## src/hdl/bir_pkg.sv

```systemverilog
`timescale 1ns / 1ps
// Shared types, constants and arithmetic for the bilinear resampler.
package bir_pkg;

  localparam int COORD_W   = 12;
  localparam int SRC_SZ_W  = 9;
  localparam int DST_SZ_W  = 13;
  localparam int CH_W      = 2;
  localparam int VAL_W     = 16;
  localparam int NUM_LANES = 3;
  localparam int PADDR_W   = 5;
  localparam int NUM_W     = COORD_W + SRC_SZ_W + 16;
  localparam int DIV_STEPS = NUM_W;

  localparam logic       CMD_LOAD  = 1'b0;
  localparam logic       CMD_QUERY = 1'b1;

  localparam logic [2:0] REG_SRC_WIDTH  = 3'd0;
  localparam logic [2:0] REG_SRC_HEIGHT = 3'd1;
  localparam logic [2:0] REG_DST_WIDTH  = 3'd2;
  localparam logic [2:0] REG_DST_HEIGHT = 3'd3;
  localparam logic [2:0] REG_CHANNELS   = 3'd4;

  typedef enum logic [1:0] {
    KIND_LOAD,
    KIND_QUERY,
    KIND_QERR
  } kind_e;

  typedef struct packed {
    logic [SRC_SZ_W-1:0] sw;
    logic [SRC_SZ_W-1:0] sh;
    logic [DST_SZ_W-1:0] dw;
    logic [DST_SZ_W-1:0] dh;
    logic [CH_W-1:0]     nch;
  } cfg_t;

  typedef struct packed {
    kind_e              kind;
    logic [COORD_W-1:0] x;
    logic [COORD_W-1:0] y;
    logic [VAL_W-1:0]   s0;
    logic [VAL_W-1:0]   s1;
    logic [VAL_W-1:0]   s2;
  } entry_t;

  function automatic logic [VAL_W-1:0] blend(input logic [VAL_W-1:0] a,
                                             input logic [VAL_W-1:0] b,
                                             input logic [15:0] w);
    logic [16:0] wn;
    logic [33:0] s;
    wn = 17'h10000 - {1'b0, w};
    s  = 34'(a * wn) + 34'(b * w) + 34'd32768;
    return s[31:16];
  endfunction

endpackage

```

## src/hdl/bir_fifo.sv

```systemverilog
`timescale 1ns / 1ps
// Two-entry queue between the front and back ends.
module bir_fifo (
  input  logic            clk_i,
  input  logic            rst_ni,
  input  logic            push_i,
  input  bir_pkg::entry_t wdata_i,
  input  logic            pop_i,
  output logic            full_o,
  output logic            empty_o,
  output bir_pkg::entry_t rdata_o
);
  import bir_pkg::*;

  entry_t     mem_q [2];
  logic       wp_q, rp_q;
  logic [1:0] cnt_q;

  assign full_o  = (cnt_q == 2'd2);
  assign empty_o = (cnt_q == 2'd0);
  assign rdata_o = mem_q[rp_q];

  always_ff @(posedge clk_i) begin
    if (push_i) begin
      mem_q[wp_q] <= wdata_i;
    end
  end

  always_ff @(posedge clk_i or negedge rst_ni) begin
    if (!rst_ni) begin
      wp_q  <= 1'b0;
      rp_q  <= 1'b0;
      cnt_q <= 2'd0;
    end else begin
      if (push_i) begin
        wp_q <= !wp_q;
      end
      if (pop_i) begin
        rp_q <= !rp_q;
      end
      cnt_q <= cnt_q + {1'b0, push_i} - {1'b0, pop_i};
    end
  end
endmodule

```

## config.mk

```make
export PLATFORM = sky130hd
export DESIGN_NAME = bir_fifo
export DESIGN_NICKNAME = d
export VERILOG_FILES = /design/src/hdl/bir_pkg.sv /design/src/hdl/bir_fifo.sv
export SDC_FILE = /design/constraint.sdc
export NUM_CORES = 1
export LEC_CHECK = 0
export BUFFER_PORTS_ARGS = -buffer_cell sky130_fd_sc_hd__clkbuf_2
export CAP_MARGIN = 40
export CELL_PAD_IN_SITES_DETAIL_PLACEMENT = 1
export CELL_PAD_IN_SITES_GLOBAL_PLACEMENT = 1
export CORE_MARGIN = 1.5
export CORE_UTILIZATION = 44
export DETAILED_ROUTE_END_ITERATION = 8
export GPL_ROUTABILITY_DRIVEN = 1
export GPL_TIMING_DRIVEN = 0
export MAX_ROUTING_LAYER = met4
export PLACE_DENSITY = 0.82
export SLEW_MARGIN = 20
export SYNTH_ARGS = -nofsm -noshare
export SYNTH_HDL_FRONTEND = slang
export SYNTH_SLANG_ARGS = --single-unit
```

## constraint.sdc

```tcl
create_clock -name clk_i -period 4.6 [get_ports clk_i]
set_input_delay 0.92 -clock clk_i [delete_from_list [all_inputs] [get_ports clk_i]]
set_output_delay 0.92 -clock clk_i [all_outputs]
set_load 0.01 [all_outputs]
```

Yosys cells after proc, flatten, opt, wreduce, memory -nomap -nowiden
Memory sizes are Yosys's and may differ from the RTL's.
Cells that the tools add are included.

word-level totals
  memories = 1
  word-level logic and storage cells = 12
  memory bits (writable) = 148
  register bits = 4

memories
  name   depth  width  rd ports  clocked after Yosys merged registers in  wr ports  RTL line        RTL
  mem_q  2      74     1         0                                        1         bir_fifo.sv:15  entry_t mem_q [2];

cells by class
  equality and inequality tests = 1
  add/subtract/negate cells = 2
  multiplexer cells = 2
  reduce and logical (&&, ||, !) cells = 3

operator list
  cell                                         number
  2-bit by 1-bit adder with 2-bit output       1
  2-bit equality test, second input constant   1
  1-bit zero test                              2
  2-bit zero test                              1
  1-bit two-way mux                            2
  2-bit by 1-bit subtractor with 2-bit output  1

Depth between registers and ports, before layout
Gate-level depths: netlist of run 1.

  depth after elaboration = 2
  gate-level depth with buffers = 5
  gate-level depth less buffers = 5

Worst setup path after synthesis of run 1
No wires, ideal clock.

  path kind = input to register
  start point = input port push_i
  end point = memory mem_q[0][0] in the netlist's numbering (enable)
  data required time = 4.084 ns
  setup slack = -0.077 ns
  data arrival time = 4.162 ns
  stages on the path = 1
  cells stage by stage = nor2b_1

on the way
  cells in the longest elaborated chain, start to end = 2

RTL lines
  item                                     RTL line        RTL
  start: declaration                       bir_fifo.sv:6   input logic push_i,
  1-bit two-way mux                        bir_fifo.sv:24  if (push_i) begin
  1-bit two-way mux (not written as such)  bir_fifo.sv:25  mem_q[wp_q] <= wdata_i;
  end: declaration                         bir_fifo.sv:15

No other way between the ends.

==> results of run 1 <==
## worst min-delay path by stage
stage,to,depth (start not counted)
after floorplan,wp_q,1
after global placement,wp_q,1
after detailed placement,wp_q,1
after CTS,cnt_q[1],1
after global routing,cnt_q[0],1
final,cnt_q[0],1
## area by class of cell
type                    count  area [um2]
plain buffers               8       77.57
clock buffers              17       425.4
clock inverters            15       183.9
fillers                  1173        5271
inverters                   2       7.507
multi-input cells          83        1120
flip-flops and latches    152        4544
well taps                 172       215.2
repair buffers            156       825.8
## flip-flops by register name, indices dropped and copies added (netlist names)
name	cells
cnt_q	2
mem_q	148
rp_q	1
wp_q	1
## power by group through the flow
| stage | registers [mW] | clock network [mW] | logic, mW |
|---|---|---|---|
| 2_1_floorplan | 1.93 | 0 | 0.953 |
| 3_3_place_gp | 1.95 | 0 | 1.38 |
| 3_5_place_dp | 1.95 | 0 | 1.45 |
| 4_1_cts | 1.92 | 1.44 | 1.46 |
| 5_1_grt | 1.94 | 1.49 | 1.54 |
| 6_report | 1.92 | 1.41 | 1.42 |
## layer usage
metal  wire length [um]  up-vias  global-route usage, %
li1                   -     1331                      -
met1               4049     1448                  17.16
met2               5459      113                  26.86
met3                725       17                  6.025
met4                206        0                  7.470
met5                  0        -                      -
## metrics by stage
step | setup slack (ns) | cell area (um2) | cells | hold WS (ns) | power, mW
global placement | 0.1660 | 6723 | 570 | 0.4861 | 3.337
finish | 2.024 | 7400 | 605 | 0.2974 | 4.753
floorplan | 1.309 | 5742 | 245 | 0.4731 | 2.887
CTS | 1.967 | 7400 | 605 | 0.2797 | 4.828
global route | 1.941 | 7400 | 605 | 0.2846 | 4.964
detailed placement | 2.229 | 6790 | 573 | 0.5430 | 3.400
## layout by cell type (no fill, tap or decap)
master,count
clkbuf_2,153
mux2_2,24
nor2b_1,1
ha_1,2
clkbuf_16,17
xor3_1,1
clkinv_2,2
buf_6,6
clkinv_1,4
clkinv_4,1
buf_2,2
dfrtp_1,4
and2_4,1
xor2_1,2
buf_12,3
clkinvlp_4,4
bufinv_16,4
inv_1,2
mux2_4,50
nor2_1,1
nor2b_4,1
edfxtp_1,148
## cells by family after synthesis
kind of cell | count (synthesis) | synth area share [%]
AND/OR/NAND/NOR | 4 | 0.3924
buffers and inverters | 10 | 1.482
XOR/XNOR | 3 | 0.7194
multiplexers | 74 | 17.79
flip-flops | 152 | 79.18
adder cells (fa/ha/maj) | 2 | 0.4359
==> results.md, run 1 <==
* Status: completed
* Final net count at 500
* Worst-margin pin slew at 0.7973 ns
* Most used cell, CP: buf_6
* Ratio of cells with drive above 1 in the final layout at 61.89%
* Switching part of the total at 27.16%
* Core area at 12670 um2
* Area contributors post-synth: edfxtp_1, mux2_4, mux2_2, dfrtp_1, buf_6
* Std-Cell Rows at 41
* Synth Register Bits at 152
* Reg-to-Reg End: mem_q[0][39]
* Logic pwr share at 29.9%
* Worst-path clk slew at 0.06 ns
* RSZ-0062 raised after global routing: false
* Via-per-instance ratio at 4.808
* Final period util at 56.01%
* Final Skew at 0.004067 ns
* Critical Path Slowest Stage Cell: dfrtp_1
* # resized after CTS at 0
* P_sw at 1.291 mW
* Tot GR Track Use at 16.16%
* Critical Path End Type: output port
* Critical path's top delay family: buffers and inverters
* Vias post-DR at 2909
* Die span in y at 117.2 um
* Antenna viol nets, final at 0
* Chip width at 117.2 um
* Root Buffer: clkbuf_16
* Clock buffer depth at 2
* Final Wtd Congestion at 0.7028
* Syn_nets at 325
* Peak Freq at 0.3881 GHz
* Async SR Flop Fraction at 2.632%
* Synthesis Warnings at 0
* Slew headroom at 46.73%
* Initial DRC count at 116
* Seq pwr share at 40.4%
* Critical Path Stages at 4
* Synth Flop Type: edfxtp_1
* Critical path startpoint: rp_q
* First-pass GRT wire length at 15270 um
* H-tree depth at 4
* Final hold violation count at 0
* Top-area cell type share of the netlist area at 77.44%
* Starting Density at 45.29%
* Top post-synthesis cells by count: edfxtp_1, mux2_4, mux2_2
* Critical-path cell list: buf_6 > buf_6 > mux2_4 > clkbuf_2
* Layout area overhead at 28.93%
* Ant. Diodes at 0
* Max Slew Vio Count at 0
* Clock latency at the later pin of the worst-skew pair at 0.42 ns
* Setup Buffers After CTS at 0
* Setup crit start kind: flip-flop
* Inserted Clock Buffers at 17
* Yosys top cell by area: edfxtp_1
* MaxCap Viol Count at 0
* Worst VDD drop at 350.0 uV
* CTS Hold Bufs at 0
* DRT Wirelength at 10440 um
* Die footprint at 13740 um2
* IO Port Bufs at 153
* CP Data Required Time at 3.68 ns
* Leakage at 2.997 nW
* Antenna violations before repair at 0
* Mean Syn Cell Area at 23.43 um2
* Final min period at 2.576 ns
* P per Cell Area at 642.3 nW/um2
* Cells after Synth at 245
* Setup TNS at 0 ns
* Synth Cell Area at 5739 um2
* EDFF count, synth at 148
* Int Pwr at 3.462 mW
* DPL Wire Length at 7153 um
* Largest net degree at the start of global routing at 41
* Critical Path End: rdata_o[57]
* Worst path max stage delay at 0.39 ns
* Data arrival time of the worst path at 1.66 ns
* Final core occ at 58.40%
* Gr ovfl total at 0
* CP Class: flip-flop to output port
* Most numerous cell in the Yosys netlist: edfxtp_1
* TritonCTS Sinks at 152
* R2R setup slack at 2.91 ns
* Crit Path Max Fanout at 10
* Drt first pass iters at 4
* Yosys cell types at 13
* Register area share after synthesis at 79.18%
* R2R cell count at 2
* IO Pins at 154
* Setup-failing EPs final at 0
* Residual DRC at 0
* Hold Path Class: primary input to async pin
* CTS tree: done
* Bufs and invs on worst path at 3
* Clk pwr share at 29.7%
* Wire per inst at 17.26 um
* RR Startpoint: wp_q
* Number of global-route vias before repair at 3000
Power figures use the tool's default switching activity.
==> inputs of run 2 (changes only) <==
--- a/config.mk
+++ b/config.mk
@@ -5,17 +5,18 @@
 export SDC_FILE = /design/constraint.sdc
 export NUM_CORES = 1
 export LEC_CHECK = 0
+export ABC_AREA = 1
 export BUFFER_PORTS_ARGS = -buffer_cell sky130_fd_sc_hd__clkbuf_2
 export CAP_MARGIN = 40
 export CELL_PAD_IN_SITES_DETAIL_PLACEMENT = 1
 export CELL_PAD_IN_SITES_GLOBAL_PLACEMENT = 1
 export CORE_MARGIN = 1.5
-export CORE_UTILIZATION = 44
+export CORE_UTILIZATION = 37
 export DETAILED_ROUTE_END_ITERATION = 8
 export GPL_ROUTABILITY_DRIVEN = 1
 export GPL_TIMING_DRIVEN = 0
 export MAX_ROUTING_LAYER = met4
-export PLACE_DENSITY = 0.82
+export PLACE_DENSITY = 0.77
 export SLEW_MARGIN = 20
 export SYNTH_ARGS = -nofsm -noshare
 export SYNTH_HDL_FRONTEND = slang
==> constraint.sdc (replaced) <==
create_clock -name clk_i -period 2.2 [get_ports clk_i]
set_input_delay 0.44 -clock clk_i [delete_from_list [all_inputs] [get_ports clk_i]]
set_output_delay 0.44 -clock clk_i [all_outputs]
set_load 0.01 [all_outputs]
==> run 2 against run 1 <==
Sequential share of layout area is 0.16 points higher. Clock power is 94% higher. Total power is 100% higher. Largest power group unchanged.
==> results.md, run 2 <==
* Status: completed
* Drt first pass iters at 4
* Synth Flop Type: edfxtp_1
* Xor/xnor share of the synthesized area at 0.3084%
* Antenna violations before repair at 0
* Slew headroom at 63.59%
* Worst hold start: wdata_i[24]
* Place WS at 0.3105 ns
* Final hold violation count at 0
* Cells after Synth at 411
* Antenna viol nets, final at 0
* Final Wtd Congestion at 0.7177
* CP Class: flip-flop to output port
* CTS tree: done
* IO Pins at 154
* Register area share after synthesis at 80.02%
* R2R cell count at 3
* DPL Wire Length at 8853 um
* TritonCTS Sinks at 152
* Area contributors post-synth: edfxtp_1, o21ai_0, inv_1, nand2_1, dfrtp_1
* Top-area cell type share of the netlist area at 78.26%
* Reg-to-Reg End: mem_q[0][45]
* Data arrival time of the worst path at 1.64 ns
* H-tree depth at 4
* Peak Freq at 0.4796 GHz
* First-pass GRT wire length at 19880 um
* Clock latency at the later pin of the worst-skew pair at 0.41 ns
* RR Startpoint: wp_q
* Chip width at 126.9 um
* Worst Hold End: mem_q[0][24]
* Final Skew at 0.008771 ns
* Clock buffer depth at 2
* Crit Path Max Fanout at 10
* Die span in y at 126.9 um
* Ratio of cells with drive above 1 in the final layout at 33.55%
* Syn_nets at 491
* Worst VDD drop at 574.0 uV
* Final min period at 2.085 ns
* Via-per-instance ratio at 4.614
* Starting Density at 37.64%
* Min-Delay Path Depth at 1
* Combinational family with the most area after synthesis: buffers and inverters
* Commonest non-fill, non-tap cells in the layout: clkbuf_2, edfxtp_1, inv_1, nand2_1, o21ai_0
* Most common cell after layout, fill and taps aside: clkbuf_2
* Compound-cell area share of the yosys netlist at 6.521%
* Async SR Flop Fraction at 2.632%
* Leakage at 3.196 nW
* Simple-gate share of the synthesized area at 5.574%
* IO Port Bufs at 153
* Synth Cell Area at 5679 um2
* CP Data Required Time at 1.76 ns
* Flip-flop count of the largest register after layout at 148
* Top post-synthesis cells by count: edfxtp_1, inv_1, nand2_1
* DRT Wirelength at 12550 um
* RSZ-0062 raised after global routing: false
* Max Slew Vio Count at 0
* Yosys cell types at 12
* Ant. Diodes at 0
* MaxCap Viol Count at 0
* Gr ovfl total at 0
* Most numerous cell in the Yosys netlist: edfxtp_1
* Post-Route Hold Slack at 0.2155 ns
* Synthesis Warnings at 0
* EDFF count, synth at 148
* Synth Register Bits at 152
* Final period util at 94.77%
* Largest regs: mem_q (148), cnt_q (2)
* Core area at 15090 um2
* Initial DRC count at 137
* Setup crit start kind: flip-flop
* Critical Path End Type: output port
* Residual DRC at 0
* Yosys top cell by area: edfxtp_1
* Worst-margin pin slew at 0.5448 ns
* Vias post-DR at 3645
* Root Buffer: clkbuf_16
* Inserted Clock Buffers at 17
* Final WS setup at 0.1150 ns
* Hold Path Class: primary input to flip-flop
* Largest reg by FF count: mem_q
* Wire per inst at 15.88 um
* R2R setup slack at 0.55 ns
* Area share of fa/ha/maj cells after synthesis at 0.4406%
* Final net count at 669
* Worst-path clk slew at 0.06 ns
* Tot GR Track Use at 16.97%
* Largest net degree at the start of global routing at 32
* Setup Buffers After CTS at 0
* Multiplexer share of the synthesized area at 0%
* Layout area overhead at 29.96%
* Final core occ at 48.91%
* Number of global-route vias before repair at 3963
* Std-Cell Rows at 45
* Setup-failing EPs final at 0
* Die footprint at 16100 um2
* Mean Syn Cell Area at 13.82 um2
* P per Cell Area at 1316 nW/um2
==> run 2: cell count changes in the layout (fill, tap and decap cells not counted), moves of 2 or more <==
cell and change:
buf_16 +2, buf_4 +9, buf_6 -5, bufinv_16 -2
clkbuf_1 +2, clkinv_2 +2, inv_1 +78, mux2_2 -24
mux2_4 -50, nand2_1 +80, o21ai_0 +73
==> run 2: cell families after synthesis <==
family	Yosys count
xor gates and xnor gates	2
and+or+nand+nor	84
adders and majority gates	2
AOI/OAI and AO/OA	74
DFF	152
buffers and inverters	97
==> run 2: final cells by class <==
| class | count | area (um2) |
|---|---|---|
| clock buffer | 17 | 425.4 |
| timing repair buffer | 159 | 890.9 |
| clock inverter | 15 | 133.9 |
| fill | 1594 | 7709 |
| inverter | 81 | 307.8 |
| tap | 188 | 235.2 |
| buffer | 16 | 106.4 |
| sequential | 152 | 4544 |
| multi-input combinational | 162 | 737.0 |
==> run 2: power by group <==
part | switching, mW | internal, mW
clock network | 1.10 | 1.64
registers | 0.164 | 3.84
logic | 1.90 | 1.06
==> run 2: worst max path at each step <==
stage	startpoint	end	slack, ns	depth (start not counted)
5_1_grt	rp_q	rdata_o[6]	0.006	5
6_report	rp_q	rdata_o[47]	0.12	4
2_1_floorplan	push_i	mem_q[1][0]	0.21	2
3_5_place_dp	push_i	mem_q[0][50]	0.31	5
4_1_cts	rp_q	rdata_o[54]	0.008	4
3_3_place_gp	push_i	mem_q[1][57]	-0.62	3
==> run 2: per-layer routing <==
layer / routed length, um / share of wire, % / track usage [%]
met5: 0 / 0 / -
met4: 257 / 2.0 / 7.821
met3: 624 / 5.0 / 4.597
met2: 6571 / 52 / 28.68
met1: 5091 / 41 / 18.77
==> run 2: critical path, cell delays in order, from the launching register on <==
cell and delay (ns):
dfrtp_1 0.44, buf_6 0.18, buf_2 0.18, o21ai_0 0.24
clkbuf_2 0.18
==> run 2: timing repair <==
item / CTS / global route
hold buffers: 1 / 0
hold endpoints to repair: 4 / 0
endpoints found under the setup margin: 1 / 10
resized for setup: 1 / 2
==> run 2: metrics by stage <==
stage	area (um2)	instances	setup TNS [ns]	power (mW)
after global routing	7381	790	0	10.29
after detailed placement	6807	757	0	7.110
final	7381	790	0	9.712
after CTS	7377	790	0	9.871
after global placement	6691	752	-86.81	6.854
after floorplan	5690	411	0	5.608
==> inputs of run 3 (changes only) <==
==> constraint.sdc (replaced) <==
create_clock -name clk_i -period 2.2 [get_ports clk_i]
set_input_delay 0.11 -clock clk_i [delete_from_list [all_inputs] [get_ports clk_i]]
set_output_delay 0.11 -clock clk_i [all_outputs]
set_load 0.01 [all_outputs]
==> run 3 against run 2 <==
Combinational power is 6% higher. Die area stayed put. Core utilization is 5.0 points higher. Sequential cell count stayed put. First-iteration DRC count is 27% higher. Sequential share of layout area is 5.7 points lower. Register-to-register slack worse by 0.05 ns. Worst setup slack better by 0.29 ns. Critical path type unchanged. Critical endpoint is now rdata_o[54].
==> results.md, run 3 (synthesis gave the netlist of run 2 again) <==
* Die footprint at 16100 um2
* Place WS at 0.5277 ns
* Clock buffer depth at 2
* # resized after CTS at 0
* Tot GR Track Use at 19.30%
* CP Data Required Time at 2.09 ns
* Setup Buffers After CTS at 0
* Ant. Diodes at 0
* Residual DRC at 0
* Drt first pass iters at 4
* Critical Path Slowest Stage Cell: dfrtp_1
* Setup TNS at 0 ns
* Final Skew at 0.01240 ns
* Initial DRC count at 174
* Final core occ at 53.92%
* CP Class: flip-flop to output port
* IO Port Bufs at 153
* Peak Freq at 0.5581 GHz
* Final period util at 81.44%
* TritonCTS Sinks at 152
* Hold Path Class: primary input to async pin
* RSZ-0062 raised after global routing: false
* Worst VDD drop at 712.7 uV
* H-tree depth at 4
* Die span in y at 126.9 um
* Crit Path Max Fanout at 10
* Critical path's top delay family: buffers and inverters
* Gr ovfl total at 0
* Final hold violation count at 0
* Antenna violations before repair at 0
* Data arrival time of the worst path at 1.68 ns
* First-pass GRT wire length at 22650 um
* Largest reg by FF count: mem_q
* P per Cell Area at 1219 nW/um2
* Final min period at 1.792 ns
* Clock latency at the later pin of the worst-skew pair at 0.41 ns
* Root Buffer: clkbuf_16
* Clk pwr share at 27.8%
* Post-Route Hold Slack at 0.04402 ns
* Setup crit start kind: flip-flop
* Largest regs: mem_q (148), cnt_q (2)
* Wire per inst at 16.74 um
* Via-per-instance ratio at 4.580
* Critical Path End Type: output port
* Final net count at 745
* IO Pins at 154
* Flip-flop count of the largest register after layout at 148
* Commonest non-fill, non-tap cells in the layout: clkbuf_2, edfxtp_1, inv_1, nand2_1, dlygate4sd3_1
* Setup-failing EPs final at 0
* Max Slew Vio Count at 0
* Int Pwr at 6.632 mW
* Most common cell after layout, fill and taps aside: clkbuf_2
* Number of global-route vias before repair at 4401
* DRT Wirelength at 14500 um
* Critical-path cell list: buf_4 > buf_2 > o21ai_0 > clkbuf_2
* Worst path max stage delay at 0.43 ns
* Logic pwr share at 31.7%
* Ratio of cells with drive above 1 in the final layout at 29.65%
* Core area at 15090 um2
* Worst-path clk slew at 0.06 ns
* Layout area overhead at 43.27%
* Switching part of the total at 33.16%
* CTS Hold Bufs at 77
* Leakage at 3.509 nW
* Final Wtd Congestion at 0.7177
* Seq pwr share at 40.5%
* Final WS setup at 0.4083 ns
* Chip width at 126.9 um
* Slew headroom at 60.77%
* Std-Cell Rows at 45
* Antenna viol nets, final at 0
* P_sw at 3.290 mW
* Worst-margin pin slew at 0.5871 ns
* Starting Density at 37.64%
* CTS tree: done
* Vias post-DR at 3966
* Inserted Clock Buffers at 17
* DPL Wire Length at 8853 um
* Status: completed
* Fill cells at 1578
* Bufs and invs on worst path at 3
* Largest net degree at the start of global routing at 32
* MaxCap Viol Count at 0
==> run 3: cell count changes in the layout (fill, tap and decap cells not counted), sizes merged <==
cell / change
dlygate4sd3: +76
==> run 3: per-stage QoR <==
step,area (um2),power [mW],instances
global placement,6691,6.854,752
detailed placement,6807,7.110,757
global route,8137,10.47,866
finish,8137,9.921,866
floorplan,5690,5.608,411
CTS,8137,9.976,866
==> run 3: layout make-up <==
type / instances / area [um2] / area share [%]
plain buffers: 16 / 101.3 / 1.246
multi-input cells: 162 / 737.0 / 9.057
flip-flops and latches: 152 / 4544 / 55.85
clock buffers: 17 / 425.4 / 5.228
clock inverters: 15 / 133.9 / 1.645
inverters: 81 / 307.8 / 3.783
well taps: 188 / 235.2 / 2.891
repair buffers: 235 / 1652 / 20.30
==> run 3: final timing paths <==
check / from / endpoint / slack [ns] / cells past startpoint
worst max-delay path: rp_q / rdata_o[54] / 0.41 / 4
worst min-delay path: rst_ni / wp_q / 0.04 / 2
worst max register to register: wp_q / mem_q[0][44] / 0.50 / 3
worst min register to register: wp_q / wp_q / 0.56 / 1
max in group asynchronous: rst_ni / cnt_q[1] / 2.03 / 2
min in group clk_i: wdata_i[61] / mem_q[0][61] / 0.43 / 2
==> run 3: power by group through the flow <==
stage	Sequential, mW	Clock [mW]	Combinational [mW]
global placement	4.07	0	2.79
finish	4.01	2.76	3.15
CTS	4.01	2.80	3.16
global route	4.06	2.93	3.48
floorplan	4.03	0	1.58
detailed placement	4.07	0	3.04
==> run 3: worst register-to-register path: cells and delay by family, from the launching register on <==
kind                   cells  cell delay [ns]
buffers and inverters      2             0.43
DFF                        1             0.43
and+or+nand+nor            1             0.50
==> run 3: layer usage <==
metal	share of wire (%)	wire length, um	GRT usage (%)	vias up
li1	-	-	-	1889
met1	40	5764	20.66	1942
met2	55	7903	34.46	111
met3	3.6	523	4.218	24
met4	2.1	305	8.222	0
met5	0	0	-	-
