**src/hdl/bir_pkg.sv**
```systemverilog
`timescale 1ns / 1ps
// Shared types, constants and arithmetic for the bilinear resampler.
package bir_pkg;

  localparam int COORD_W   = 12;
  localparam int SRC_SZ_W  = 9;
  localparam int DST_SZ_W  = 13;
  localparam int CH_W      = 2;
  localparam int VAL_W     = 16;
  localparam int NUM_LANES = 3;
  localparam int PADDR_W   = 5;
  localparam int NUM_W     = COORD_W + SRC_SZ_W + 16;
  localparam int DIV_STEPS = NUM_W;

  localparam logic       CMD_LOAD  = 1'b0;
  localparam logic       CMD_QUERY = 1'b1;

  localparam logic [2:0] REG_SRC_WIDTH  = 3'd0;
  localparam logic [2:0] REG_SRC_HEIGHT = 3'd1;
  localparam logic [2:0] REG_DST_WIDTH  = 3'd2;
  localparam logic [2:0] REG_DST_HEIGHT = 3'd3;
  localparam logic [2:0] REG_CHANNELS   = 3'd4;

  typedef enum logic [1:0] {
    KIND_LOAD,
    KIND_QUERY,
    KIND_QERR
  } kind_e;

  typedef struct packed {
    logic [SRC_SZ_W-1:0] sw;
    logic [SRC_SZ_W-1:0] sh;
    logic [DST_SZ_W-1:0] dw;
    logic [DST_SZ_W-1:0] dh;
    logic [CH_W-1:0]     nch;
  } cfg_t;

  typedef struct packed {
    kind_e              kind;
    logic [COORD_W-1:0] x;
    logic [COORD_W-1:0] y;
    logic [VAL_W-1:0]   s0;
    logic [VAL_W-1:0]   s1;
    logic [VAL_W-1:0]   s2;
  } entry_t;

  function automatic logic [VAL_W-1:0] blend(input logic [VAL_W-1:0] a,
                                             input logic [VAL_W-1:0] b,
                                             input logic [15:0] w);
    logic [16:0] wn;
    logic [33:0] s;
    wn = 17'h10000 - {1'b0, w};
    s  = 34'(a * wn) + 34'(b * w) + 34'd32768;
    return s[31:16];
  endfunction

endpackage

```
**src/hdl/bir_if.sv**
```systemverilog
`timescale 1ns / 1ps
// Input and output channel interfaces of the resampler.
interface bir_in_if;
  logic        valid;
  logic        ready;
  logic        command;
  logic [11:0] pos_x;
  logic [11:0] pos_y;
  logic [15:0] sample_0;
  logic [15:0] sample_1;
  logic [15:0] sample_2;
  modport source (output valid, command, pos_x, pos_y, sample_0, sample_1, sample_2,
                  input ready);
  modport sink (input valid, command, pos_x, pos_y, sample_0, sample_1, sample_2,
                output ready);
endinterface


```
**src/hdl/bir_front.sv**
```systemverilog
`timescale 1ns / 1ps
// Front end: accept and classify beats; queue all but out-of-range loads.
module bir_front (
  bir_in_if.sink              in_i,
  input  bir_pkg::cfg_t       cfg_i,
  input  logic                full_i,
  output logic                push_o,
  output bir_pkg::entry_t     entry_o
);
  import bir_pkg::*;

  logic in_range_load;
  logic in_range_query;

  assign in_i.ready     = !full_i;
  assign in_range_load  = ({1'b0, in_i.pos_x} < {4'b0, cfg_i.sw}) &&
                          ({1'b0, in_i.pos_y} < {4'b0, cfg_i.sh});
  assign in_range_query = ({1'b0, in_i.pos_x} < cfg_i.dw) &&
                          ({1'b0, in_i.pos_y} < cfg_i.dh);

  always_comb begin
    entry_o.x  = in_i.pos_x;
    entry_o.y  = in_i.pos_y;
    entry_o.s0 = in_i.sample_0;
    entry_o.s1 = in_i.sample_1;
    entry_o.s2 = in_i.sample_2;
    if (in_i.command == CMD_LOAD) begin
      entry_o.kind = KIND_LOAD;
    end else if (in_range_query) begin
      entry_o.kind = KIND_QUERY;
    end else begin
      entry_o.kind = KIND_QERR;
    end
    push_o = in_i.valid && !full_i &&
             ((in_i.command == CMD_QUERY) || in_range_load);
  end
endmodule

```
**src/flat_wrapper.sv**
```systemverilog
// flat-port wrapper written by rule: the top's interface ports become plain ports
module bir_front_flat import bir_pkg::*;
  (cfg_i, full_i, push_o, entry_o, in_i_valid, in_i_command, in_i_pos_x, in_i_pos_y, in_i_sample_0, in_i_sample_1, in_i_sample_2, in_i_ready);
  bir_in_if in_i_i ();
  input  bir_pkg::cfg_t cfg_i;
  input  logic full_i;
  output logic push_o;
  output bir_pkg::entry_t entry_o;
  input wire logic [$bits(in_i_i.valid)-1:0] in_i_valid;
  input wire logic [$bits(in_i_i.command)-1:0] in_i_command;
  input wire logic [$bits(in_i_i.pos_x)-1:0] in_i_pos_x;
  input wire logic [$bits(in_i_i.pos_y)-1:0] in_i_pos_y;
  input wire logic [$bits(in_i_i.sample_0)-1:0] in_i_sample_0;
  input wire logic [$bits(in_i_i.sample_1)-1:0] in_i_sample_1;
  input wire logic [$bits(in_i_i.sample_2)-1:0] in_i_sample_2;
  output wire logic [$bits(in_i_i.ready)-1:0] in_i_ready;
  assign in_i_i.valid = in_i_valid;
  assign in_i_i.command = in_i_command;
  assign in_i_i.pos_x = in_i_pos_x;
  assign in_i_i.pos_y = in_i_pos_y;
  assign in_i_i.sample_0 = in_i_sample_0;
  assign in_i_i.sample_1 = in_i_sample_1;
  assign in_i_i.sample_2 = in_i_sample_2;
  assign in_i_ready = in_i_i.ready;
  bir_front u_core (.in_i(in_i_i), .cfg_i(cfg_i), .full_i(full_i), .push_o(push_o), .entry_o(entry_o));
endmodule
```
**config.mk**
```make
export PLATFORM = sky130hd
export DESIGN_NAME = bir_front_flat
export DESIGN_NICKNAME = d
export VERILOG_FILES = /design/src/hdl/bir_pkg.sv /design/src/hdl/bir_if.sv /design/src/hdl/bir_front.sv /design/src/flat_wrapper.sv
export SDC_FILE = /design/constraint.sdc
export NUM_CORES = 1
export LEC_CHECK = 0
export BUFFER_PORTS_ARGS = -buffer_cell sky130_fd_sc_hd__buf_4
export CAP_MARGIN = 20
export CORE_MARGIN = 10
export CORE_UTILIZATION = 37
export DETAILED_ROUTE_END_ITERATION = 8
export GPL_TIMING_DRIVEN = 0
export PLACE_DENSITY_LB_ADDON = 0.12
export SETUP_SLACK_MARGIN = 0.3
export SLEW_MARGIN = 5
export SYNTH_ARGS = -nofsm -noshare
export SYNTH_HDL_FRONTEND = slang
export SYNTH_SLANG_ARGS = --single-unit
```
**constraint.sdc**
```tcl
create_clock -name vclk -period 6.3
set_clock_uncertainty 0.1 [all_clocks]
set_input_delay 1.575 -clock vclk [all_inputs]
set_output_delay 1.575 -clock vclk [all_outputs]
set_load 0.01 [all_outputs]
```
### After elaboration in Yosys (flattened, before gate mapping)

Cells that the tools add are included.
Widths: inputs -> output; s select.

| cells by class | value |
|---|---|
| multiplexer cells | 2 |
| reduce and logical (&&, ||, !) cells | 6 |
| magnitude comparators | 4 |

Operators by type and width:

| operator | count |
|---|---|
| $lt 12x13->1 | 2 |
| $lt 12x9->1 | 2 |
| $logic_and 1x1->1 | 4 |
| $mux 2 | 2 |
| $logic_not 1->1 | 1 |
| $logic_or 1x1->1 | 1 |

| storage, ports and cells | value |
|---|---|
| output and inout port bits | 76 |
| input bits | 121 |
| logic and storage cells | 12 |
| register bits after elaboration | 0 |

### Longest topological paths before layout

Gate-level depths: netlist of run 1.

| logic depth | value |
|---|---|
| depth after elaboration | 4 |
| gate-level depth with buffers | 7 |
| depth with buffers taken out | 7 |

### Least setup slack after synthesis of run 1

OpenSTA, ideal clock, no wires.

| path | value |
|---|---|
| kind | input port to output port |
| from | input port cfg_i[12] in the netlist's numbering |
| to | output port entry_o[72] in the netlist's numbering |
| stages | 7 |
| buffers on the path | 0 |
| required time | 4.625 ns |
| setup slack | 1.815 ns |
| data arrival time | 2.810 ns |
| path through | inv_1 ha_1 a21o_1 a21oi_1 o22ai_1 a211o_1 nor3_1 |

RTL lines:

| element | RTL line | RTL |
|---|---|---|
| start: declaration | flat_wrapper.sv:5 | `input bir_pkg::cfg_t cfg_i;` |
| end: declaration | flat_wrapper.sv:8 | `output bir_pkg::entry_t entry_o;` |

### Worst setup path after layout of run 1

| path | value |
|---|---|
| from | input port in_i_pos_y[11] |
| to | output port push_o |

| between the ends | value |
|---|---|
| word-level cells in the longest chain between the ends | 4 |

RTL lines:

| element | RTL line | RTL |
|---|---|---|
| start: declaration | flat_wrapper.sv:12 | `input wire logic [$bits(in_i_i.pos_y)-1:0] in_i_pos_y;` |
| $lt 12x9->1 | bir_front.sv:17 | `({1'b0, in_i.pos_y} < {4'b0, cfg_i.sh});` |
| $logic_and 1x1->1 | bir_front.sv:16 | `assign in_range_load = ({1'b0, in_i.pos_x} < {4'b0, cfg_i.sw}) &&` |
| $logic_or 1x1->1 | bir_front.sv:35 | `((in_i.command == CMD_QUERY) \|\| in_range_load);` |
| $logic_and 1x1->1 | bir_front.sv:34 | `push_o = in_i.valid && !full_i &&` |
| end: declaration | flat_wrapper.sv:7 | `output logic push_o;` |

Every way passes these cells.

==> results.txt, run 1 <==
The static power due to leakage is 1.71 nW. The die outline area is 7200 µm². The proportion of layout cells with a drive suffix above 1 came out at 61.6%. At the worst endpoint, the required time is 4.62 ns. The average wire per standard cell is 14.5 µm.

STA classifies the critical path startpoint as an input pin. Setup repair after global routing left no endpoint under its margin. The cell area after technology mapping came out at 1560 µm².

The site row count came out at 23. The initial standard-cell utilization of the core is 38.6%. The die width came out at 84.8 µm. The sequential cell count came out at 0. The remaining global-route overflow came out at 0. The global-route wire length before repair came out at 9180 µm.

Once detailed placement completed, the half-perimeter wirelength came to 5780 µm. Synthesis produced a netlist with a net count of 371. The count of input and output buffers came out at 147. The y dimension of the die is 84.8 µm. The via count of the first global-routing pass is 1970. The number of top-level design ports is 197. Dividing the final minimum period by the clock period gives 75.7%. The capturing element type of the critical path is an output pin. The number of search-and-repair iterations in the first detailed-routing pass is 4. The count of nets after finishing is 520. The min-delay analysis places its worst path in the category in -> out. The max-slew violation count is 0. The DRC violations left is 0. The area taken by flip-flops and latches is 0 µm². In this run the remaining antenna-violating nets after routing total 0.

Setup violations remaining at the end of the flow were counted as 0. The Yosys warning count is 0. The transition time at the pin with the least slew margin came out at 0.470 ns. The total power draw is 0.178 mW. The post-layout worst setup margin came out at 1.53 ns. The area growth from synthesis to layout is 75.0%. In this run the worst path has a maximum fanout of 3. The highest achievable clock rate came out at 210 MHz. The total power density per cell area came out at 65.6 nW/µm². The final count of hold timing violations came to 0. The worst setup path is of the in -> out kind. The arrival time reported for the critical path endpoint came out at 3.09 ns. The initial DRC count came out at 17. Measured against its own limit, the worst slew margin works out to 67.9%. The initial antenna violation count is 0.

The count of hold buffers inserted by post-cts repair is 0. The total of max-cap violations is 0. The layout has 0 clock buffers. The core box area came out at 4030 µm². The final RePlAce weighted congestion is 0.754. The number of library cell types mapped by synthesis came out at 28. The shortest clock period the worst path allows after layout is 4.77 ns.

The average size of a mapped cell is 7.34 µm². Leaving out fill and tap cells, the most frequent cell in the layout is sky130_fd_sc_hd__buf_4. The share of synthesized area occupied by flip-flops and latches is 0%.

Summed over all failing endpoints, the final setup total negative slack is 0 ns. The via total after detailed routing is 1770. The final layout contains routed wiring with a total length of 5930 µm. Entering global routing, the biggest net connects 4 pins. The post-CTS setup buffer count came out at 0. The worst slack after detailed placement is 1.56 ns. The worst-case hold slack is 3.23 ns. The repair_antennas step left the layout with diodes totalling 0. The post-route core utilization is 67.5%. Gates resized during post-CTS repair numbered 0. Using the TritonRoute via totals, the vias-per-cell ratio works out to 4.33. The number of instances in the synthesized netlist came out at 212. The library cells used most frequently in the layout, excluding fill and tap cells, are 219 x sky130_fd_sc_hd__buf_4, 41 x sky130_fd_sc_hd__inv_1, 38 x sky130_fd_sc_hd__ha_1.

The flow ran to the end, and the final reports show no timing, DRC or antenna violations. The maximum resistive drop on vdd is 0.0000377 V. The total track usage is 14.9%.
[Yosys cell counts]
library cell                number  share of area, %
sky130_fd_sc_hd__a211o_1         1              0.56
sky130_fd_sc_hd__o32ai_1         1              0.56
sky130_fd_sc_hd__o21a_1          1              0.48
sky130_fd_sc_hd__o31a_1          1              0.56
sky130_fd_sc_hd__nand2b_1        1              0.40
sky130_fd_sc_hd__and4_1          1              0.56
sky130_fd_sc_hd__a21o_1          5               2.4
sky130_fd_sc_hd__and4bb_1        1              0.80
sky130_fd_sc_hd__o21ai_1         1              0.32
sky130_fd_sc_hd__and4b_1         1              0.64
sky130_fd_sc_hd__a21oi_1        12               3.9
sky130_fd_sc_hd__buf_4          72                35
sky130_fd_sc_hd__nand4_1         2              0.80
sky130_fd_sc_hd__ha_1           38                31
sky130_fd_sc_hd__a31oi_1         2              0.80
sky130_fd_sc_hd__nand2_1         7               1.7
sky130_fd_sc_hd__nand4b_1        1              0.56
sky130_fd_sc_hd__a2111oi_0       2               1.1
sky130_fd_sc_hd__o2111ai_1       2               1.1
sky130_fd_sc_hd__nor2b_1         3               1.2
sky130_fd_sc_hd__o22ai_1         1              0.40
sky130_fd_sc_hd__inv_1          41               9.9
sky130_fd_sc_hd__nand2b_4        1              0.88
sky130_fd_sc_hd__nor3_1          5               1.6
sky130_fd_sc_hd__nand3_1         1              0.32
sky130_fd_sc_hd__o21ai_0         5               1.6
sky130_fd_sc_hd__nor2_1          2              0.48
sky130_fd_sc_hd__a2111oi_2       1              0.97
[power by group]
part           switching, mW  internal, mW
logic                 0.0673         0.111
registers                  0             0
clock network              0             0
total                 0.0673         0.111
[logic make-up after synthesis]
group	synth area share, %
buffers and inverters	44.7
and+or+nand+nor	9.98
AOI/OAI and AO/OA	14.8
adders and majority gates	30.6
[metrics by stage]
step,std cells,area (µm²)
after floorplan,212,1560
after global placement,409,2720
after detailed placement,409,2720
after CTS,409,2720
after global routing,409,2720
final,409,2720
[final cells by class]
cell class,instances,area [µm²]
inverters,41,154
well taps,50,62.6
fillers,394,1310
plain buffers,72,541
repair buffers,147,1100
multi-input cells,99,861
[layer usage]
metal | GRT usage [%] | wire length, µm
met4 | 0 | 0
met5 | 0 | 0
met1 | 13.2 | 1850
met3 | 8.99 | 881
met2 | 29.4 | 3200
[path summary, 6_finish.rpt]
kind | from | end | slack (ns) | cells past startpoint
worst min-delay path | in_i_sample_1[14] | entry_o[30] | 3.23 | 2
worst max-delay path | in_i_pos_y[11] | push_o | 1.53 | 7
[critical path, cell delays in order]
cell and delay, ns:
sky130_fd_sc_hd__buf_4 0.12, sky130_fd_sc_hd__nor3_1 0.31, sky130_fd_sc_hd__nand4_1 0.16, sky130_fd_sc_hd__a2111oi_0 0.40, sky130_fd_sc_hd__o31a_1 0.18, sky130_fd_sc_hd__and4bb_1 0.20, sky130_fd_sc_hd__buf_4 0.14
(Power assumes the default switching activity.)
==> run 2, diff against run 1 <==
CORE_UTILIZATION = 34   (was 37)
clock period = 4.4 ns   (was 6.3 ns; I/O delays follow)
==> run 2 against run 1 <==
  * Power up 43%
  * Routed wire length about the same
  * Die area up 6.7%
  * First-iteration DRC count down 18%
  * Largest power group unchanged
  * Cell count up 0.49%
  * Setup slack worse by 0.92 ns
  * Cell area about the same
  * Largest cell class unchanged
  * Clock-buffer cell count unchanged
  * Combinational power up 44%
  * Core utilization down 5.4 points
==> results.txt, run 2 (same netlist as run 1, synthesis figures left out) <==
The met1 layer usage reported by global route came out at 12.7% (-0.47 points). The transition time at the pin with the least slew margin is 0.363 ns (-0.107 ns). The max-slew violation count is 0 (unchanged). The post-route core utilization is 62.1% (-5.4 points). The count of antenna-violating nets left after detailed routing came to 0 (unchanged). On the critical path the largest part of the delay comes from simple AND/OR/NAND/NOR gates.

The met3 track demand over resource came out at 9.01% (+0.020 points). The count of buffering cells on the critical path with inverters included came out at 2 (unchanged). The relative slew slack came out at 75.2% (+7.3 points). The count of hold buffers inserted by post-cts repair came to 0 (unchanged). The initial standard-cell utilization of the core came to 35.5% (-3.1 points). The final sum of negative setup slack is 0 ns (unchanged).

The delay contributed by the slowest stage of the critical path came out at 0.36 ns (-0.04 ns). The initial DRC count was 14 (-3). The core box area came out at 4380 µm² (+8.8%). The met2 routing resource usage after global routing is 26.3% (-3.2 points). The type of the worst setup path is in -> out. The worst hold path belongs to the class in -> out.

The antenna diode count came to 0 (unchanged). The y dimension of the die came out at 87.6 µm (+3.3%). The number of setup violations in the final report is 0 (unchanged). The average vias per placed instance is 4.29 (-0.94%). The critical-path cell with the highest stage delay is sky130_fd_sc_hd__nor3_1. The worst setup path is launched from an input pin. The most frequent cell on the critical path is sky130_fd_sc_hd__buf_4.

The count of input and output buffers came out at 147 (unchanged). The average wire per standard cell is 14.4 µm (-0.44%). In the layout the commonest cells are 219 x sky130_fd_sc_hd__buf_4, 41 x sky130_fd_sc_hd__inv_1, 38 x sky130_fd_sc_hd__ha_1. The arrival time reported for the critical path endpoint came to 2.59 ns (-0.50 ns). Setup repair after global routing left no endpoint under its margin.

The required time at the worst-slack endpoint came out at 3.20 ns (-1.42 ns). The DRC violations left is 0 (unchanged). The placed wire-length estimate after detailed placement came out at 5830 µm (+0.74%). The final RePlAce weighted congestion came out at 0.710 (-5.7%). The total track usage came out at 13.9% (-0.99 points). The total power density per cell area is 93.8 nW/µm² (+43%). The final clock period utilization by the worst path is 86.2%.

The global-route wire length before repair came to 8940 µm (-2.6%). The endpoint of the worst hold-timing path is entry_o[12]. The static power due to leakage was 1.71 nW (unchanged). The remaining global-route overflow was 0 (unchanged). The sequential cell count is 0 (unchanged). The number of top-level design ports was 197 (unchanged). The path length in cells of the critical path is 7 (unchanged). The pin count of the biggest net entering global routing is 4 (unchanged). Walking the worst path, the cells encountered are buf_4 > nor3_1 > nand4_1 > a2111oi_0 > o31a_1 > and4bb_1 > buf_4. The area growth from synthesis to layout came out at 75.1% (about the same).

The worst setup path is captured at an output pin. The proportion of layout cells with a drive suffix above 1 came out at 61.6% (unchanged). The highest achievable clock rate is 264 MHz. The via total after detailed routing came out at 1762 (-0.45%). The die width is 87.6 µm (+3.3%).

The site row count is 24 (+4.3%). The shortest clock period the worst path allows after layout came out at 3.79 ns. The via count of the first global-routing pass is 1900 (-3.6%).

The area taken by flip-flops and latches came out at 0 µm² (unchanged). The post-CTS setup buffer count came out at 0 (unchanged). The clock buffer instance count of the final layout came out at 0 (unchanged). The maximum resistive drop on vdd is 0.0000526 V (+39%). The library cell used most frequently in the layout, excluding fill and tap cells, is sky130_fd_sc_hd__buf_4. The total of max-cap violations is 0 (unchanged).

The die outline area is 7680 µm² (+6.7%). The count of instances resized after the clock tree is built is 0 (unchanged). The final count of hold timing violations came to 0 (unchanged). The worst-path maximum fanout came out at 3 (unchanged). The count of fill cells added during filler insertion came out at 405 (+2.8%). The final routed wirelength across all metal layers came out at 5930 µm (about the same).

The count of nets after finishing was 520 (unchanged). The worst hold path begins at in_i_sample_2[12]. The flow ran to the end, and the final reports show no timing, DRC or antenna violations. The layer flagged by global routing as most heavily used is met2. The initial antenna violation count is 0 (unchanged). The number of search-and-repair iterations in the first detailed-routing pass is 4 (unchanged).

The number of cells on the worst hold path is 2 (unchanged).
==> run 2: cell counts in the layout (fill, tap and decap cells not counted) <==
No cell type changed its count.
==> run 2: report_power, final <==
| group | internal [mW] | switching [mW] |
|---|---|---|
| combinational | 0.159 | 0.0965 |
| sequential | 0 | 0 |
| clock | 0 | 0 |
| total | 0.159 | 0.0965 |
==> run 2: per-layer routing <==
| metal | vias to the layer above | routed length, µm |
|---|---|---|
| met2 | 102 | 3170 |
| met5 | - | 0 |
| li1 | 931 | - |
| met3 | 2 | 981 |
| met4 | 0 | 27 |
| met1 | 727 | 1750 |
==> run 2: layout make-up <==
| class | instances | area, µm² | area share (%) |
|---|---|---|---|
| plain buffers | 72 | 541 | 19.8 |
| repair buffers | 147 | 1100 | 40.5 |
| inverters | 41 | 154 | 5.65 |
| multi-input cells | 99 | 861 | 31.6 |
| well taps | 52 | 65.1 | 2.39 |
==> run 2: worst max-delay path by stage <==
| stage | to | startpoint | slack, ns |
|---|---|---|---|
| 3_5_place_dp | push_o | in_i_pos_y[11] | 0.59 |
| 2_1_floorplan | entry_o[72] | cfg_i[12] | 0.86 |
| 4_1_cts | push_o | in_i_pos_x[7] | 0.59 |
| 6_report | push_o | in_i_pos_y[11] | 0.61 |
| 3_3_place_gp | push_o | in_i_pos_x[7] | 0.59 |
| 5_1_grt | push_o | in_i_pos_x[7] | 0.42 |
==> run 2: metrics by stage <==
stage               hold WS [ns]  setup slack, ns  power [mW]  instance area (µm²)  instances
floorplan                   2.14            0.865       0.130                 1560        212
global placement            2.28            0.590       0.255                 2720        411
detailed placement          2.28            0.588       0.260                 2720        411
CTS                         2.28            0.586       0.261                 2720        411
global route                2.28            0.415       0.287                 2720        411
finish                      2.28            0.609       0.256                 2720        411
==> run 3, diff against run 2 <==
--- a/constraint.sdc
+++ b/constraint.sdc
@@ -4,2 +4,2 @@
 set_output_delay 1.1 -clock vclk [all_outputs]
-set_load 0.01 [all_outputs]
+set_load 0.1 [all_outputs]
==> run 3 against run 2 <==
  * Worst hold slack improved by 0.15 ns
  * Cell area grew 0.60%
  * Non-clock buffer count did not move
  * Via count shrank 1.2%
  * Clock-buffer cell count did not move
  * Routed wire length rose by 1.5%
  * Power is 100% higher
  * Largest cell class unchanged
  * Combinational power grew 100%
  * Fmax down 3.1%
  * Sequential cell count is the same
==> results.txt, run 3 (same netlist as run 1, synthesis figures left out) <==
The final cell count without fillers came out at 411 (unchanged). The remaining global-route overflow came out at 0 (unchanged). The initial antenna violation count came out at 0 (unchanged).

The share of total power in sequential cells is 0% (unchanged). The worst min-delay path category is in -> out. The max-slew violation count is 0 (unchanged). The y dimension of the die came to 87.6 µm (unchanged). The post-route core utilization was 62.5% (+0.37 points).

The type of the worst setup path is in -> out. The via count of the first global-routing pass is 1932 (+1.7%). The maximum resistive drop on vdd was 0.000141 V (+170%). The initial DRC count is 19 (+5). The clock buffer instance count of the final layout came out at 0 (unchanged).

The final clock period utilization by the worst path came out at 88.9% (+2.7 points). Compared with the post-synthesis result, the final layout area differs by 76.2%. Leaving out fill and tap cells, the most frequent cell in the layout is sky130_fd_sc_hd__buf_4.

The average wire per standard cell is 14.6 µm (+1.5%). The global-route wire length before repair came out at 8930 µm (about the same). The worst-path maximum fanout is 3 (unchanged). The met3 track demand over resource is 9.66% (+0.65 points). The final routed wirelength across all metal layers came out at 6020 µm (+1.5%). The number of search-and-repair iterations in the first detailed-routing pass is 4 (unchanged). The total of max-cap violations is 0 (unchanged). STA classifies the critical path endpoint as an output pin. The multi-input gate area in the final layout is 873 µm² (+1.5%). The count of fill cells added during filler insertion is 424 (+4.7%). The met1 layer usage reported by global route is 11.9% (-0.83 points). The final RePlAce weighted congestion came out at 0.769 (+8.3%). The count of antenna-violating nets left after detailed routing is 0 (unchanged). The relative slew slack is 67.5% (-7.7 points). The final sum of negative setup slack is 0 ns (unchanged). The die width is 87.6 µm (unchanged).

The required time at the worst-slack endpoint came out at 3.20 ns (about the same). The switching part of the total came out at 68.4% (+31 points). The placed wire-length estimate after detailed placement came to 5920 µm (+1.6%). The DRC violations left came to 0 (unchanged). The total track usage came out at 13.8% (-0.072 points).

The sequential cell count came out at 0 (unchanged). The run finished with clean final reports. The transition time at the pin with the least slew margin came out at 0.486 ns (+0.123 ns). Setup repair after global routing left no endpoint under its margin.

The via total after detailed routing is 1740 (-1.2%). The average vias per placed instance came out at 4.23 (-1.2%). The number of setup violations in the final report came to 0 (unchanged).

The met2 routing resource usage after global routing is 26.9% (+0.60 points). The site row count came out at 24 (unchanged). The cell-internal power is 0.163 mW (+2.8%).

The proportion of layout cells with a drive suffix above 1 is 62.1% (+0.56 points). The shortest clock period the worst path allows after layout is 3.91 ns (+0.120 ns). The net switching power figure is 0.354 mW (+270%).

The combinational power share is 100.0% (about the same). The post-CTS setup buffer count came to 0 (unchanged). met2 is the most crowded layer. The library cells used most frequently in the layout, excluding fill and tap cells, are 218 x sky130_fd_sc_hd__buf_4, 41 x sky130_fd_sc_hd__inv_1, 38 x sky130_fd_sc_hd__ha_1. The initial standard-cell utilization of the core came out at 35.5% (unchanged). The proportion of power drawn by the clock network is 0% (unchanged). The total power density per cell area came out at 189 nW/µm² (+100%).

The arrival time reported for the critical path endpoint is 2.71 ns (+0.12 ns). The count of nets after finishing is 520 (unchanged). The number of top-level design ports is 197 (unchanged).

The static power due to leakage came out at 1.71 nW (about the same). The pin count of the biggest net entering global routing is 4 (unchanged). The core box area came out at 4380 µm² (unchanged). The antenna diode count is 0 (unchanged).

The area taken by flip-flops and latches came out at 0 µm² (unchanged). The cell count after placement is 411 (unchanged). STA classifies the critical path startpoint as an input pin.

The highest achievable clock rate is 256 MHz (-3.1%). The count of input and output buffers is 147 (unchanged). The final count of hold timing violations is 0 (unchanged).

The die outline area came out at 7680 µm² (unchanged).
==> run 3: final cells by class <==
type | count | area share, %
buffer | 72 | 19.7
inverter | 41 | 5.62
multi-input combinational | 99 | 31.9
tap | 52 | 2.37
timing repair buffer | 147 | 40.4
==> run 3: worst paths after layout <==
check        startpoint           to  depth (start not counted)
max       in_i_pos_y[2]  entry_o[73]                          8
min    in_i_sample_2[5]   entry_o[5]                          2
==> run 3: power by group through the flow <==
stage               Combinational (mW)  Sequential, mW  Clock [mW]
global route                     0.549               0           0
detailed placement               0.522               0           0
floorplan                        0.391               0           0
finish                           0.518               0           0
global placement                 0.517               0           0
CTS                              0.523               0           0
==> run 3: what timing repair did <==
| action | in CTS | in global routing |
|---|---|---|
| setup endpoints to repair | 0 | 1 |
| hold buffers | 0 | 0 |
| gates resized for setup | 0 | 2 |
==> run 3: through the flow <==
step | setup WS (ns) | total power, mW | hold slack [ns] | cell area [µm²]
after global routing | 0.327 | 0.549 | 2.43 | 2740
after CTS | 0.439 | 0.523 | 2.43 | 2740
after global placement | 0.451 | 0.517 | 2.43 | 2740
after detailed placement | 0.447 | 0.522 | 2.43 | 2740
after floorplan | 0.335 | 0.391 | 2.31 | 1570
final | 0.489 | 0.518 | 2.43 | 2740
==> run 3: critical path, cell delays in order <==
cell and delay, ns:
sky130_fd_sc_hd__buf_4 0.12, sky130_fd_sc_hd__ha_1 0.29, sky130_fd_sc_hd__nand2_1 0.06, sky130_fd_sc_hd__o21ai_1 0.13
sky130_fd_sc_hd__a31oi_1 0.11, sky130_fd_sc_hd__o32ai_1 0.44, sky130_fd_sc_hd__o21a_1 0.17, sky130_fd_sc_hd__buf_4 0.29
==> run 3: layer usage <==
metal,up-vias,wire length (µm)
li1,928,-
met1,709,1740
met2,103,3220
met3,0,1060
met4,0,0
met5,-,0
